===== src/hw/rtl/circular_deque_macros.svh =====
// Assertion macros used by the deque controller RTL.
// With SYNTH defined, the macros expand to nothing.
`ifndef CIRCULAR_DEQUE_MACROS_SVH
`define CIRCULAR_DEQUE_MACROS_SVH

`ifndef SYNTH

// Same-cycle implication, checked at every rising edge outside reset.
`define CD_ASSERT_NOW(lbl, clk, rst_n, ante, cons) \
    lbl: assert property (@(posedge clk) disable iff (!rst_n) (ante) |-> (cons)) \
        else $error("deque assertion failed");

// Next-cycle implication, checked at every rising edge outside reset.
`define CD_ASSERT_NEXT(lbl, clk, rst_n, ante, cons) \
    lbl: assert property (@(posedge clk) disable iff (!rst_n) (ante) |=> (cons)) \
        else $error("deque assertion failed");

`else

`define CD_ASSERT_NOW(lbl, clk, rst_n, ante, cons)
`define CD_ASSERT_NEXT(lbl, clk, rst_n, ante, cons)

`endif

`endif


===== src/hw/rtl/cd_pkg.sv =====
`timescale 1ns / 1ps

package cd_pkg;

    localparam int DEPTH      = 16;
    localparam int DATA_WIDTH = 16;
    localparam int IDX_W      = $clog2(DEPTH);
    localparam int CNT_W      = $clog2(DEPTH + 1);

    typedef logic [DATA_WIDTH-1:0] cd_data_t;
    typedef logic [IDX_W-1:0]      cd_idx_t;
    typedef logic [CNT_W-1:0]      cd_cnt_t;

    typedef enum logic [2:0] {
        REQ_PUSH_FRONT = 3'd0,
        REQ_PUSH_BACK  = 3'd1,
        REQ_POP_FRONT  = 3'd2,
        REQ_POP_BACK   = 3'd3,
        REQ_QUERY      = 3'd4
    } cd_req_t;

    // Row-wide data movement decided by the controller for one beat.
    typedef struct packed {
        logic    push_front;
        logic    push_back;
        logic    pop_front;
        cd_idx_t back_idx;
    } cd_cmd_t;

    // What one cell does in the coming cycle.
    typedef struct packed {
        logic take_front;
        logic take_back;
        logic load;
    } cd_cell_ctl_t;

    // Deque status seen by the output side.
    typedef struct packed {
        cd_cnt_t count;
        logic    empty;
        logic    full;
        logic    accepted;
    } cd_status_t;

endpackage


===== src/hw/rtl/cd_cell.sv =====
`timescale 1ns / 1ps

// One storage cell of the deque row: holds one word and moves it along the row.
module cd_cell
    import cd_pkg::*;
(
    input  logic         clk,
    input  cd_cell_ctl_t ctl,
    input  cd_data_t     front_data,
    input  cd_data_t     back_data,
    input  cd_data_t     load_data,
    output cd_data_t     data
);

    cd_data_t data_reg;
    cd_data_t data_next;

    always_comb
    begin
        priority if (ctl.load)
        begin
            data_next = load_data;
        end
        else if (ctl.take_front)
        begin
            data_next = front_data;
        end
        else if (ctl.take_back)
        begin
            data_next = back_data;
        end
        else
        begin
            data_next = data_reg;
        end
    end

    always_ff @(posedge clk)
    begin
        data_reg <= data_next;
    end

    assign data = data_reg;

endmodule


===== src/hw/rtl/cd_ctrl.sv =====
`timescale 1ns / 1ps
`include "circular_deque_macros.svh"

// Element count, capacity register and per-beat command generation.
module cd_ctrl
    import cd_pkg::*;
(
    input  logic       clk,
    input  logic       rst_n,
    input  logic       req_fire,
    input  logic [2:0] req_type,
    input  logic       cfg_we,
    input  cd_cnt_t    cfg_wdata,
    output cd_cmd_t    cmd,
    output cd_status_t status
);

    cd_cnt_t cap_reg;
    cd_cnt_t cap_next;
    cd_cnt_t count_reg;
    cd_cnt_t count_next;
    logic    ok_reg;
    logic    ok_next;
    logic    full;
    logic    empty;
    cd_req_t req;

    assign full  = (count_reg >= cap_reg);
    assign empty = (count_reg == '0);
    assign req   = cd_req_t'(req_type);

    always_comb
    begin
        if (cfg_wdata == '0)
        begin
            cap_next = CNT_W'(1);
        end
        else if (cfg_wdata > CNT_W'(DEPTH))
        begin
            cap_next = CNT_W'(DEPTH);
        end
        else
        begin
            cap_next = cfg_wdata;
        end
    end

    always_comb
    begin
        count_next     = count_reg;
        ok_next        = ok_reg;
        cmd.push_front = 1'b0;
        cmd.push_back  = 1'b0;
        cmd.pop_front  = 1'b0;
        cmd.back_idx   = count_reg[IDX_W-1:0];
        if (cfg_we)
        begin
            count_next = '0;
        end
        else if (req_fire)
        begin
            ok_next = 1'b0;
            unique case (req)
                REQ_PUSH_FRONT:
                begin
                    if (!full)
                    begin
                        cmd.push_front = 1'b1;
                        count_next     = count_reg + CNT_W'(1);
                        ok_next        = 1'b1;
                    end
                end
                REQ_PUSH_BACK:
                begin
                    if (!full)
                    begin
                        cmd.push_back = 1'b1;
                        count_next    = count_reg + CNT_W'(1);
                        ok_next       = 1'b1;
                    end
                end
                REQ_POP_FRONT:
                begin
                    if (!empty)
                    begin
                        cmd.pop_front = 1'b1;
                        count_next    = count_reg - CNT_W'(1);
                        ok_next       = 1'b1;
                    end
                end
                REQ_POP_BACK:
                begin
                    if (!empty)
                    begin
                        count_next = count_reg - CNT_W'(1);
                        ok_next    = 1'b1;
                    end
                end
                REQ_QUERY:
                begin
                    ok_next = 1'b1;
                end
                default:
                begin
                    ok_next = 1'b0;
                end
            endcase
        end
    end

    always_ff @(posedge clk or negedge rst_n)
    begin
        if (!rst_n)
        begin
            cap_reg   <= CNT_W'(DEPTH);
            count_reg <= '0;
            ok_reg    <= 1'b0;
        end
        else
        begin
            if (cfg_we)
            begin
                cap_reg <= cap_next;
            end
            count_reg <= count_next;
            ok_reg    <= ok_next;
        end
    end

    assign status.count    = count_reg;
    assign status.empty    = empty;
    assign status.full     = full;
    assign status.accepted = ok_reg;

    `CD_ASSERT_NOW(a_count_in_cap, clk, rst_n, 1'b1, count_reg <= cap_reg)
    `CD_ASSERT_NEXT(a_cfg_clears, clk, rst_n, cfg_we, count_reg == '0)
    `CD_ASSERT_NEXT(a_full_push_holds, clk, rst_n,
        req_fire && !cfg_we && full && (req_type == REQ_PUSH_FRONT || req_type == REQ_PUSH_BACK),
        $stable(count_reg) && !ok_reg)
    `CD_ASSERT_NEXT(a_pop_decrements, clk, rst_n,
        req_fire && !cfg_we && !empty && (req_type == REQ_POP_FRONT || req_type == REQ_POP_BACK),
        count_reg == $past(count_reg) - CNT_W'(1))

endmodule


===== src/hw/rtl/circular_deque.sv =====
`timescale 1ns / 1ps

// Double-ended queue of up to 16 words of 16 bits, held in a row of cells with the
// front element always in cell 0. A push at the front shifts the whole row one cell
// toward the back, a pop at the front shifts it one cell toward the front, a push at
// the back loads the cell just past the rear element, and a pop at the back only
// lowers the element count. Requests arrive on the slave stream (kind in tuser, data
// word in tdata) and every request produces exactly one result beat on the master
// stream that reports whether it succeeded, the front and rear words with their
// valid flags, and the empty and full flags after the request. A push is refused
// when the count has reached the active capacity and a pop is refused when the
// deque is empty; refused and unknown requests change nothing and report accepted
// low. Writing the capacity register (values below 1 act as 1, above 16 act as 16)
// empties the deque; write it only while no result is outstanding.
// A request is applied to the cell row when it is accepted, and its result
// appears in the output slot on the following cycle. The block takes a new
// request in any cycle in which the output slot is empty or being drained, so with
// tready held high on the master side it sustains one request per clock; the
// single output slot sets that limit.
module circular_deque
    import cd_pkg::*;
(
    input  logic        clk,
    input  logic        rst_n,
    input  logic        s_axis_tvalid,
    output logic        s_axis_tready,
    input  logic [15:0] s_axis_tdata,  // [15:0] push_value
    input  logic [2:0]  s_axis_tuser,  // [2:0] req_type
    output logic        m_axis_tvalid,
    input  logic        m_axis_tready,
    // [0] accepted, [16:1] head_value, [17] head_valid, [33:18] tail_value,
    // [34] tail_valid, [35] is_empty, [36] is_full, [39:37] zero
    output logic [39:0] m_axis_tdata,
    input  logic        cfg_we,
    input  logic [4:0]  cfg_wdata
);

    logic       req_fire;
    logic       out_valid_reg;
    logic       out_valid_next;
    cd_cmd_t    cmd;
    cd_status_t status;
    cd_data_t   cell_data [DEPTH];
    cd_idx_t    tail_idx;
    logic       has;
    cd_data_t   head_value;
    cd_data_t   tail_value;

    // The output slot holds one result; a new request may enter when it drains.
    assign s_axis_tready = !out_valid_reg || m_axis_tready;
    assign req_fire      = s_axis_tvalid && s_axis_tready;

    always_comb
    begin
        out_valid_next = out_valid_reg;
        if (req_fire)
        begin
            out_valid_next = 1'b1;
        end
        else if (m_axis_tready)
        begin
            out_valid_next = 1'b0;
        end
    end

    always_ff @(posedge clk or negedge rst_n)
    begin
        if (!rst_n)
        begin
            out_valid_reg <= 1'b0;
        end
        else
        begin
            out_valid_reg <= out_valid_next;
        end
    end

    cd_ctrl u_ctrl (
        .clk       (clk),
        .rst_n     (rst_n),
        .req_fire  (req_fire),
        .req_type  (s_axis_tuser),
        .cfg_we    (cfg_we),
        .cfg_wdata (CNT_W'(cfg_wdata)),
        .cmd       (cmd),
        .status    (status)
    );

    // The cell row. Cell 0 takes the pushed word on a front push; the last cell
    // takes zero on a front pop, which only fills a slot past the live elements.
    for (genvar i = 0; i < DEPTH; i++)
    begin : g_cell
        cd_cell_ctl_t ctl;
        cd_data_t     front_data;
        cd_data_t     back_data;

        assign ctl.take_front = cmd.push_front;
        assign ctl.take_back  = cmd.pop_front;
        assign ctl.load       = cmd.push_back && (cmd.back_idx == IDX_W'(i));

        if (i == 0)
        begin : g_first
            assign front_data = DATA_WIDTH'(s_axis_tdata);
        end
        else
        begin : g_mid
            assign front_data = cell_data[i-1];
        end

        if (i == DEPTH - 1)
        begin : g_last
            assign back_data = '0;
        end
        else
        begin : g_inner
            assign back_data = cell_data[i+1];
        end

        cd_cell u_cell (
            .clk        (clk),
            .ctl        (ctl),
            .front_data (front_data),
            .back_data  (back_data),
            .load_data  (DATA_WIDTH'(s_axis_tdata)),
            .data       (cell_data[i])
        );
    end

    // The result reflects the state the last request left; no request can move it
    // again until the slot drains; only a capacity write moves it while the beat waits.
    assign has        = !status.empty;
    assign tail_idx   = IDX_W'(status.count - CNT_W'(1));
    assign head_value = has ? cell_data[0] : '0;
    assign tail_value = has ? cell_data[tail_idx] : '0;

    assign m_axis_tvalid = out_valid_reg;
    assign m_axis_tdata  = {3'b000,
                            status.full,
                            status.empty,
                            has,
                            16'(tail_value),
                            has,
                            16'(head_value),
                            status.accepted};

endmodule


===== config.mk =====
export PLATFORM = sky130hd
export DESIGN_NAME = circular_deque
export DESIGN_NICKNAME = d
export VERILOG_FILES = /design/src/hw/rtl/cd_pkg.sv /design/src/hw/rtl/cd_cell.sv /design/src/hw/rtl/cd_ctrl.sv /design/src/hw/rtl/circular_deque.sv
export VERILOG_INCLUDE_DIRS = /design/src /design/src/hw/rtl
export SDC_FILE = /design/constraint.sdc
export NUM_CORES = 1
export LEC_CHECK = 0
export ABC_AREA = 1
export BUFFER_PORTS_ARGS = -buffer_cell sky130_fd_sc_hd__buf_2
export CORE_MARGIN = 3
export CORE_UTILIZATION = 45
export DETAILED_ROUTE_END_ITERATION = 8
export GPL_TIMING_DRIVEN = 1
export PLACE_DENSITY_LB_ADDON = 0.25
export SLEW_MARGIN = 20
export SYNTH_ARGS = -nofsm -noshare
export SYNTH_HDL_FRONTEND = slang
export SYNTH_SLANG_ARGS = --single-unit

===== constraint.sdc =====
create_clock -name clk -period 3.4 [get_ports clk]
set_clock_uncertainty 0.1 [all_clocks]
set_input_delay 0.68 -clock clk [delete_from_list [all_inputs] [get_ports clk]]
set_output_delay 0.68 -clock clk [all_outputs]
set_load 0.005 [all_outputs]

**Yosys cells after proc, flatten, opt, wreduce, memory -nomap -nowiden**

Index checks and enable logic that the tools add are counted.

- Add/subtract/negate cells: 2
- Magnitude comparators: 3
- Eq/ne operators: 21
- Muxes and demuxes: 70
- Bitwise gates (word level): 2
- Reductions and logical operators: 47

Operators by type and width:

| operator | count |
|---|---|
| $mux W16 | 52 |
| $bmux W16 S4 | 1 |
| $reduce_bool A3 Y1 | 17 |
| $eq A4 B4 Y1 const B | 8 |
| $mux W5 | 6 |
| $logic_and A1 B1 Y1 | 17 |
| $eq A4 B3 Y1 const B | 4 |
| $logic_not A5 Y1 | 2 |
| $pmux W5 S2 | 1 |
| $eq A4 B2 Y1 const B | 2 |
| $mux W1 | 7 |
| $eq A3 B2 Y1 const B | 2 |
| $mux W3 | 2 |
| $ne A3 B3 Y1 const B | 2 |
| $add A5 B1 Y5 const B | 1 |
| $ge A5 B5 Y1 | 1 |
| $ge A5 B5 Y1 const B | 1 |
| $gt A5 B5 Y1 const B | 1 |
| $not A4 Y5 | 1 |
| $sub A5 B1 Y5 const B | 1 |
| $eq A4 B1 Y1 const B | 1 |
| $logic_not A4 Y1 | 1 |
| $reduce_and A4 Y1 | 1 |
| $reduce_bool A2 Y1 | 2 |
| 9 further kinds | 11 |

- Register bits: 268
- Bits of input ports: 29

**Logic depth before layout (Yosys ltp)**

Gate-level depths: netlist (run 1).

- Word-level depth: 8
- Gate-level depth with buffers: 14
- Depth with buffers taken out: 11

**Cells and area by module**

A second synthesis (run 1) with hierarchy kept.

- Cell total of the unflattened synthesis: 3,017
- Area, all modules: 19,841.5 um^2

By module, submodules not included:

| module | times used | cells each | area an instance (um^2) | sequential area each (um^2) |
|---|---|---|---|---|
| cd_cell | 16 | 138 | 994.7 | 480.5 |
| circular_deque | 1 | 686 | 3,002.9 | 25.0 |
| cd_ctrl | 1 | 123 | 923.4 | 276.5 |

**Least setup slack after synthesis (run 1)**

Ideal clock, no wire load.

- Path kind: reg-to-reg
- From: reg u_ctrl.count_reg[0]
- To: reg g_cell[11].u_cell.data_reg[0], enable pin
- Arrival time: 2.405 ns
- Required time: 2.928 ns
- Slack: 0.524 ns
- Stages on the path, launching flop included: 15
- Path buffers: 3
- Period minus slack after synthesis: 2.876 ns
- Cell sequence: dfrtp_1 -> buf_2 -> inv_1 -> ha_1 -> inv_1 -> nand2_1 -> nand2_1 -> nor2_1 -> nor2_4 -> nand2_1 -> nor2_4 -> buf_4 -> buf_2 -> nand3_1 -> nand2_1

- Word-level cells in the longest chain between the ends: 7

RTL lines:

| what | line | source |
|---|---|---|
| start: declaration | cd_ctrl.sv:20 | `cd_cnt_t count_reg;` |
| start signal: assignment | cd_ctrl.sv:125 | `count_reg <= count_next;` |
| $ge A5 B5 Y1 | cd_ctrl.sv:28 | `assign full = (count_reg >= cap_reg);` |
| $mux W1 | cd_ctrl.sv:66, cd_ctrl.sv:75 |  |
| $mux W1 | cd_ctrl.sv:63 | `unique case (req)` |
| $mux W3 | cd_ctrl.sv:60 | `else if (req_fire)` |
| $mux W3 | cd_ctrl.sv:56 | `if (cfg_we)` |
| $logic_and A1 B1 Y1 | circular_deque.sv:99 | `assign ctl.load = cmd.push_back && (cmd.back_idx == IDX_W'(i));` |
| $reduce_bool A3 Y1 (no source line) * | n/a |  |
| end signal: assignment | cd_cell.sv:40 | `data_reg <= data_next;` |
| end: declaration | cd_cell.sv:15 | `cd_data_t data_reg;` |

Every way passes the cells marked *; elsewhere a longest branch is shown, timed or not.
A chain may end at the register's enable or synchronous reset.

**Worst setup path after layout (run 1)**

- From: reg u_ctrl.count_reg[0]
- To: out m_axis_tdata[27]

- Word-level cells in the longest chain between the ends: 6

RTL lines:

| what | line | source |
|---|---|---|
| $sub A5 B1 Y5 | n/a |  |
| $not A4 Y5 (implied by the code) | circular_deque.sv:134 | `assign tail_value = has ? cell_data[tail_idx] : '0;` |
| $bmux W16 S4 | circular_deque.sv:134 |  |
| $mux W16 (implied by the code) (2 in a row) | circular_deque.sv:134 |  |
| $mux W16 * | circular_deque.sv:134 |  |
| end: declaration | circular_deque.sv:33 | `output logic [39:0] m_axis_tdata,` |

Every way passes the cells marked *; elsewhere a longest branch is shown, timed or not. The select of a mux whose other input is x is not followed.

==> flow_summary.json, run 1 <==
{
  "fp.dieH_um": 211,
  "worstPathRequired_ns": 2.62,
  "timing.fmax_mhz": 293,
  "slew_viol_final": 0,
  "cts_inserted_buffers": 34,
  "ys_ff_latch": 268,
  "coreArea_sq_um": 41300,
  "start_kind": "register",
  "synth_area_sq_um": 19000,
  "crit_arrival_ns": 2.63,
  "dp_slack_ns": 0.244,
  "combPwrFrac": 0.470,
  "reg2reg_slack_ns": 0.19,
  "power_frac_seq": 0.280,
  "rows": 74,
  "netlist_instances": 2659,
  "fin_nets": 2649,
  "worstRegToRegCells": 13,
  "critical_path.slowest_cell": "dfrtp_4",
  "p_leak_uw": 0.00995,
  "cts_sinks": 268,
  "maxCapViolCount": 0,
  "initial_core_util": 0.460,
  "wl_per_cell_um": 22.7,
  "syn_area_per_cell_sq_um": 7.14,
  "critPathMaxFanout": 17,
  "crit_path_cell_trace": "clkinvlp_4 -> ha_4 -> buf_8 -> a21oi_1 -> o21ai_2 -> nand3_1 -> nand3_1 -> nand2_1 -> nor2_1 -> buf_2",
  "fill_cells": 4026,
  "timing.final.crit_share": 1.00,
  "crit-reg2reg-launch": "u_ctrl.count_reg[0]$_DFFE_PN0P_",
  "antenna_found_initial": 3,
  "internal-power_uw": 7740,
  "boundaryPins": 71,
  "violations": "negative setup slack",
  "first_pass_iters": 8,
  "die_area_sq_um": 44700,
  "yosysUniqueCellTypes": 31,
  "rsz0062_at_grt": "true",
  "hold-worst-slack_ns": 0.309,
  "outcome": "finished, violations left",
  "synth_warnings": 0,
  "final-hold-violation-count": 0,
  "power_switching_uw": 5900,
  "postLayoutCoreUtil": 0.516,
  "h-tree-depth": 2,
  "synthTopCellsByArea": "edfxtp_1 (40%), nand3_1 (14%), nand2_1 (13%)",
  "hold_depth": 3,
  "cp-end-kind": "output pin",
  "ir_drop_v": 0.000516,
  "grt_start_max_net_pins": 131,
  "io_buffers": 67,
  "via_count": 19800,
  "swShare": 0.433,
  "clk_path_buf_depth": 3,
  "worstHoldStart": "cfg_wdata[0]",
  "relSlewSlack": 0.517,
  "finalWirelength_um": 72000,
  "ant_nets": 0,
  "avgViaCountPerCell": 6.25,
  "powerDensity_nw_per_um2": 641,
  "max_slew.worst_pin.slew_ns": 0.722,
  "largest_register_ffs": 256,
  "cpMostUsedCell": "nand3_1",
  "layout_min_cycle_time_ns": 3.41,
  "setup_viol": 2,
  "drive_above_1_share": 0.107,
  "worst-setup-path-type": "register to output pin",
  "reg2reg_to": "g_cell[5].u_cell.data[15]$_DFFE_PP_",
  "path_clk_slew_ns": 0.06,
  "drc_errors": 0,
  "grt_pass1_vias": 18400,
  "place_hpwl_um": 47000,
  "hold_path_class": "input port to register",
  "cts_tree": "done",
  "drt_iter0_markers": 3067,
  "overflow": 0,
  "gp_congestion": 0.929,
  "totalPowerFinal_uw": 13600,
  "grt_first_pass_wirelength_um": 110000,
  "syn2layout_area_growth_pct": 12.1,
  "cts_root_buf": "clkbuf_16",
  "setup_slack_ns": -0.00991,
  "synth_largest_area_cell": "edfxtp_1",
  "grt_use_total": 0.314,
  "critPathMaxStageDelay_ns": 0.43,
  "holdPathEnd": "u_ctrl.cap_reg[0]$_DFFE_PN0P_",
  "synth_top_area_frac": 0.405,
  "clk-insertion-delay-late_ns": 0.55,
  "seq_area_frac_synth": 0.421,
  "power.share.clock": 0.250,
  "tns_ns": -0.0116,
  "die_w_um": 211
}
## layout by cell type, fill, tap and decap left out, drive strengths merged, types with 13 or more instances in the layout
master	synthesis	final
buf	107	170
nand4	240	240
o21ai	132	132
nor2	81	81
nand2	666	666
a21oi	133	133
inv	310	308
nand3	549	549
clkinv	1	13
edfxtp	256	256
clkbuf	152	50
## Yosys cell counts (all sizes together)
cell	number
a211oi	1
a21oi	133
a31oi	1
buf	107
clkbuf	152
clkinv	1
conb	1
dfrtp	11
dfstp	1
edfxtp	256
ha	10
inv	310
nand2	666
nand3	549
nand4	240
nor2	81
nor3	2
o21ai	132
o22ai	3
xnor2	1
xor2	1
## stage by stage
step | instances | cell area [sq um]
2_1_floorplan | 2661 | 19000
3_3_place_gp | 3091 | 19800
3_5_place_dp | 3091 | 19800
4_1_cts | 3164 | 21200
5_1_grt | 3167 | 21300
6_report | 3169 | 21300
## cell families after synthesis
| family | Yosys count | share of synthesized area |
|---|---|---|
| xor+xnor | 2 | 0.00132 |
| fa+ha+maj | 10 | 0.00659 |
| buf+inv | 570 | 0.121 |
| simple gates | 1538 | 0.378 |
| flops | 268 | 0.421 |
| compound gates | 270 | 0.0715 |
| other cells | 1 | 0.000197 |
## how the worst max path moves through the flow
stage                               startpoint                             endpoint  slack (ns)  depth (start not counted)
6_report       u_ctrl.count_reg[0]$_DFFE_PN0P_                     m_axis_tdata[27]       -0.01                         10
5_1_grt        u_ctrl.count_reg[0]$_DFFE_PN0P_                     m_axis_tdata[20]       -0.11                         11
4_1_cts        u_ctrl.count_reg[0]$_DFFE_PN0P_                     m_axis_tdata[21]       0.005                         11
3_5_place_dp   u_ctrl.count_reg[0]$_DFFE_PN0P_                     m_axis_tdata[24]        0.24                         12
3_3_place_gp   u_ctrl.count_reg[0]$_DFFE_PN0P_                     m_axis_tdata[24]        0.23                         12
2_1_floorplan  u_ctrl.count_reg[0]$_DFFE_PN0P_  g_cell[11].u_cell.data[0]$_DFFE_PP_        0.52                         14
## area by class of cell
type | count | area, sq um | area share
Multi-Input combinational cell | 1823 | 8900 | 0.418
Antenna cell | 2 | 5.00 | 0.000235
Sequential cell | 268 | 7990 | 0.375
Clock buffer | 50 | 942 | 0.0442
Inverter | 311 | 1190 | 0.0561
Clock inverter | 11 | 70.1 | 0.00329
Timing Repair Buffer | 172 | 1520 | 0.0715
Tap cell | 532 | 666 | 0.0313
## power groups by stage
stage / Sequential [uW] / Clock [uW] / Combinational, uW
global placement: 3880 / 0 / 5380
floorplan: 3840 / 0 / 3300
global route: 3830 / 3570 / 6800
CTS: 3810 / 3440 / 6050
detailed placement: 3880 / 0 / 5390
finish: 3820 / 3420 / 6400
## critical path, delay by kind of cell (launching register included)
family                     cells  cell delay [ns]
adders and majority gates      1             0.39
buffers and inverters          3             0.52
AOI/OAI and AO/OA              2             0.23
DFF                            1             0.43
and+or+nand+nor                4             0.50
## per-layer routing
layer  vias to the layer above  routed length [um]  track usage
li1                       8967                   -            -
met1                      9283               28300        0.442
met2                      1374               31800        0.479
met3                       173                8850       0.0616
met4                         2                3100        0.126
met5                         -                  13            0
## what timing repair did
item / 4_1_cts / 5_1_grt
gates cloned: 4 / 0
setup endpoints to repair: 35 / 27
hold buffers: 1 / 0
endpoints found under the hold margin: 11 / 0
gates resized for setup: 51 / 44
pin swaps: 4 / 21
setup buffers: 7 / 3
Note: power is estimated with default switching activity, not from simulation.
==> run 2: changes to the inputs <==
Settings changed: CORE_MARGIN 3 to 1.5.
==> run 2 against run 1 <==
  * Critical path depth is the same
  * Combinational power grew 2%
  * Global-route usage grew 1.2 points
  * Cell count grew 0.85%
  * Flip-flop and latch count is the same
  * The run still ends with negative setup slack left
  * Register-to-register slack lost 0.06 ns
  * Clock power grew 7.9%
  * Critical path type unchanged
  * Maximum frequency shrank 2.9%
  * Worst hold slack lost 0.010 ns
==> flow_summary.json, run 2 (synthesized netlist as in run 1, its figures left out) <==
{
  "violations": "negative setup slack",
  "antenna_found_initial": 0,
  "maxCapViolCount": 0,
  "first_pass_iters": 7,
  "via_count": 20000,
  "rows": 75,
  "cts_root_buf": "clkbuf_16",
  "crit_arrival_ns": 2.73,
  "path_clk_slew_ns": 0.06,
  "place_hpwl_um": 45700,
  "layout_commonest_cell": "nand2_1",
  "grt_use_total": 0.326,
  "wl_met2_um": 31500,
  "grt_first_pass_wirelength_um": 110000,
  "start_kind": "register",
  "cp-end-kind": "output pin",
  "drc_errors": 0,
  "powerDensity_nw_per_um2": 652,
  "timing.final.crit_share": 1.03,
  "worstPathRequired_ns": 2.62,
  "top_layer_used": "met4",
  "reg2reg_slack_ns": 0.13,
  "layout_common_cells": "nand2_1 (663), nand3_1 (541), inv_1 (304)",
  "gp_congestion": 0.950,
  "drt_iter0_markers": 2869,
  "tns_ns": -0.394,
  "critPathMaxFanout": 11,
  "timing.fmax_mhz": 285,
  "setup_viol": 8,
  "p_leak_uw": 0.0101,
  "rsz0062_at_grt": "true",
  "avgViaCountPerCell": 6.26,
  "final-hold-violation-count": 0,
  "largest_register_ffs": 256,
  "stdcell_area_sq_um": 21600,
  "max_slew.worst_pin.slew_ns": 0.636,
  "cts_sinks": 268,
  "h-tree-depth": 2,
  "grt_start_max_net_pins": 131,
  "wl_met3_um": 9730,
  "cts_inserted_buffers": 34,
  "antenna_cells": 0,
  "outcome": "finished, violations left",
  "worst-setup-path-type": "register to output pin",
  "clk-insertion-delay-late_ns": 0.55,
  "ant_nets": 0,
  "route.layer.met1.wl_um": 28300,
  "slew_viol_final": 0,
  "finalWirelength_um": 72900,
  "boundaryPins": 71,
  "wl_per_cell_um": 22.8,
  "die_area_sq_um": 43400,
  "initial_core_util": 0.455,
  "grt_pass1_vias": 18400,
  "post_dp_cell_area_sq_um": 20000,
  "fp.dieH_um": 208,
  "syn2layout_area_growth_pct": 13.7,
  "fill_cells": 4040,
  "layout_min_cycle_time_ns": 3.51,
  "io_buffers": 67,
  "drive_above_1_share": 0.116,
  "overflow": 0,
  "dp_slack_ns": 0.268,
  "coreArea_sq_um": 41800,
  "die_w_um": 208,
  "setup_slack_ns": -0.110,
  "cts_tree": "done",
  "totalPowerFinal_uw": 14100,
  "ir_drop_v": 0.000493,
  "hold_path_class": "input port to register",
  "clk_path_buf_depth": 3,
  "relSlewSlack": 0.575,
  "fin_nets": 2671
}
[run 2: per-layer routing]
layer | vias up | GRT usage
met5 | - | 0
li1 | 9004 | -
met4 | 0 | 0.149
met1 | 9256 | 0.455
met3 | 228 | 0.0718
met2 | 1529 | 0.482
[run 2: area by class of cell]
type	count	area, sq um	share of cell area
multi-input cells	1823	8880	0.411
flip-flops and latches	268	7990	0.370
repair buffers	194	1760	0.0814
inverters	311	1180	0.0548
clock buffers	46	960	0.0444
well taps	539	674	0.0312
clock inverters	15	149	0.00689
[run 2: timing repair]
action	in CTS	in global routing
endpoints found under the setup margin	17	26
hold buffers	1	0
gates resized for setup	18	72
endpoints found under the hold margin	11	0
buffers inserted	2	7
pin swaps	4	11
gates cloned	4	4
[run 2: worst max-delay path, stage by stage (launching register included)]
cell	delay, ns
dfrtp_4	0.43
clkinvlp_4	0.17
ha_4	0.41
buf_6	0.18
a21oi_1	0.05
o21ai_0	0.20
nand3_1	0.16
nand3_1	0.13
nand2_1	0.13
nor2_1	0.18
buf_2	0.14
[run 2: metrics by stage]
| step | util | hold WS (ns) | std cells |
|---|---|---|---|
| 2_1_floorplan | - | 0.284 | 2661 |
| 3_3_place_gp | 0.478 | 0.366 | 3117 |
| 3_5_place_dp | 0.478 | 0.377 | 3117 |
| 4_1_cts | 0.509 | 0.284 | 3185 |
| 5_1_grt | 0.517 | 0.304 | 3196 |
| 6_report | 0.517 | 0.299 | 3196 |
[run 2: power by group]
group	internal (uW)	switching, uW
clock	2210	1490
sequential	3740	82.6
combinational	2150	4420
total	8090	5990
[run 2: worst paths after layout]
| kind | start | end | cells past startpoint |
|---|---|---|---|
| setup reg to reg | u_ctrl.count_reg[0]$_DFFE_PN0P_ | g_cell[4].u_cell.data[8]$_DFFE_PP_ | 14 |
| setup / recovery | u_ctrl.count_reg[0]$_DFFE_PN0P_ | m_axis_tdata[24] | 10 |
| hold reg to reg | u_ctrl.cap_reg[4]$_DFFE_PN1P_ | u_ctrl.cap_reg[4]$_DFFE_PN1P_ | 2 |
| max in group asynchronous | rst_n | u_ctrl.cap_reg[4]$_DFFE_PN1P_ | 2 |
| hold / removal | cfg_wdata[4] | u_ctrl.cap_reg[4]$_DFFE_PN1P_ | 3 |
| min in group asynchronous | rst_n | u_ctrl.cap_reg[3]$_DFFE_PN0P_ | 2 |
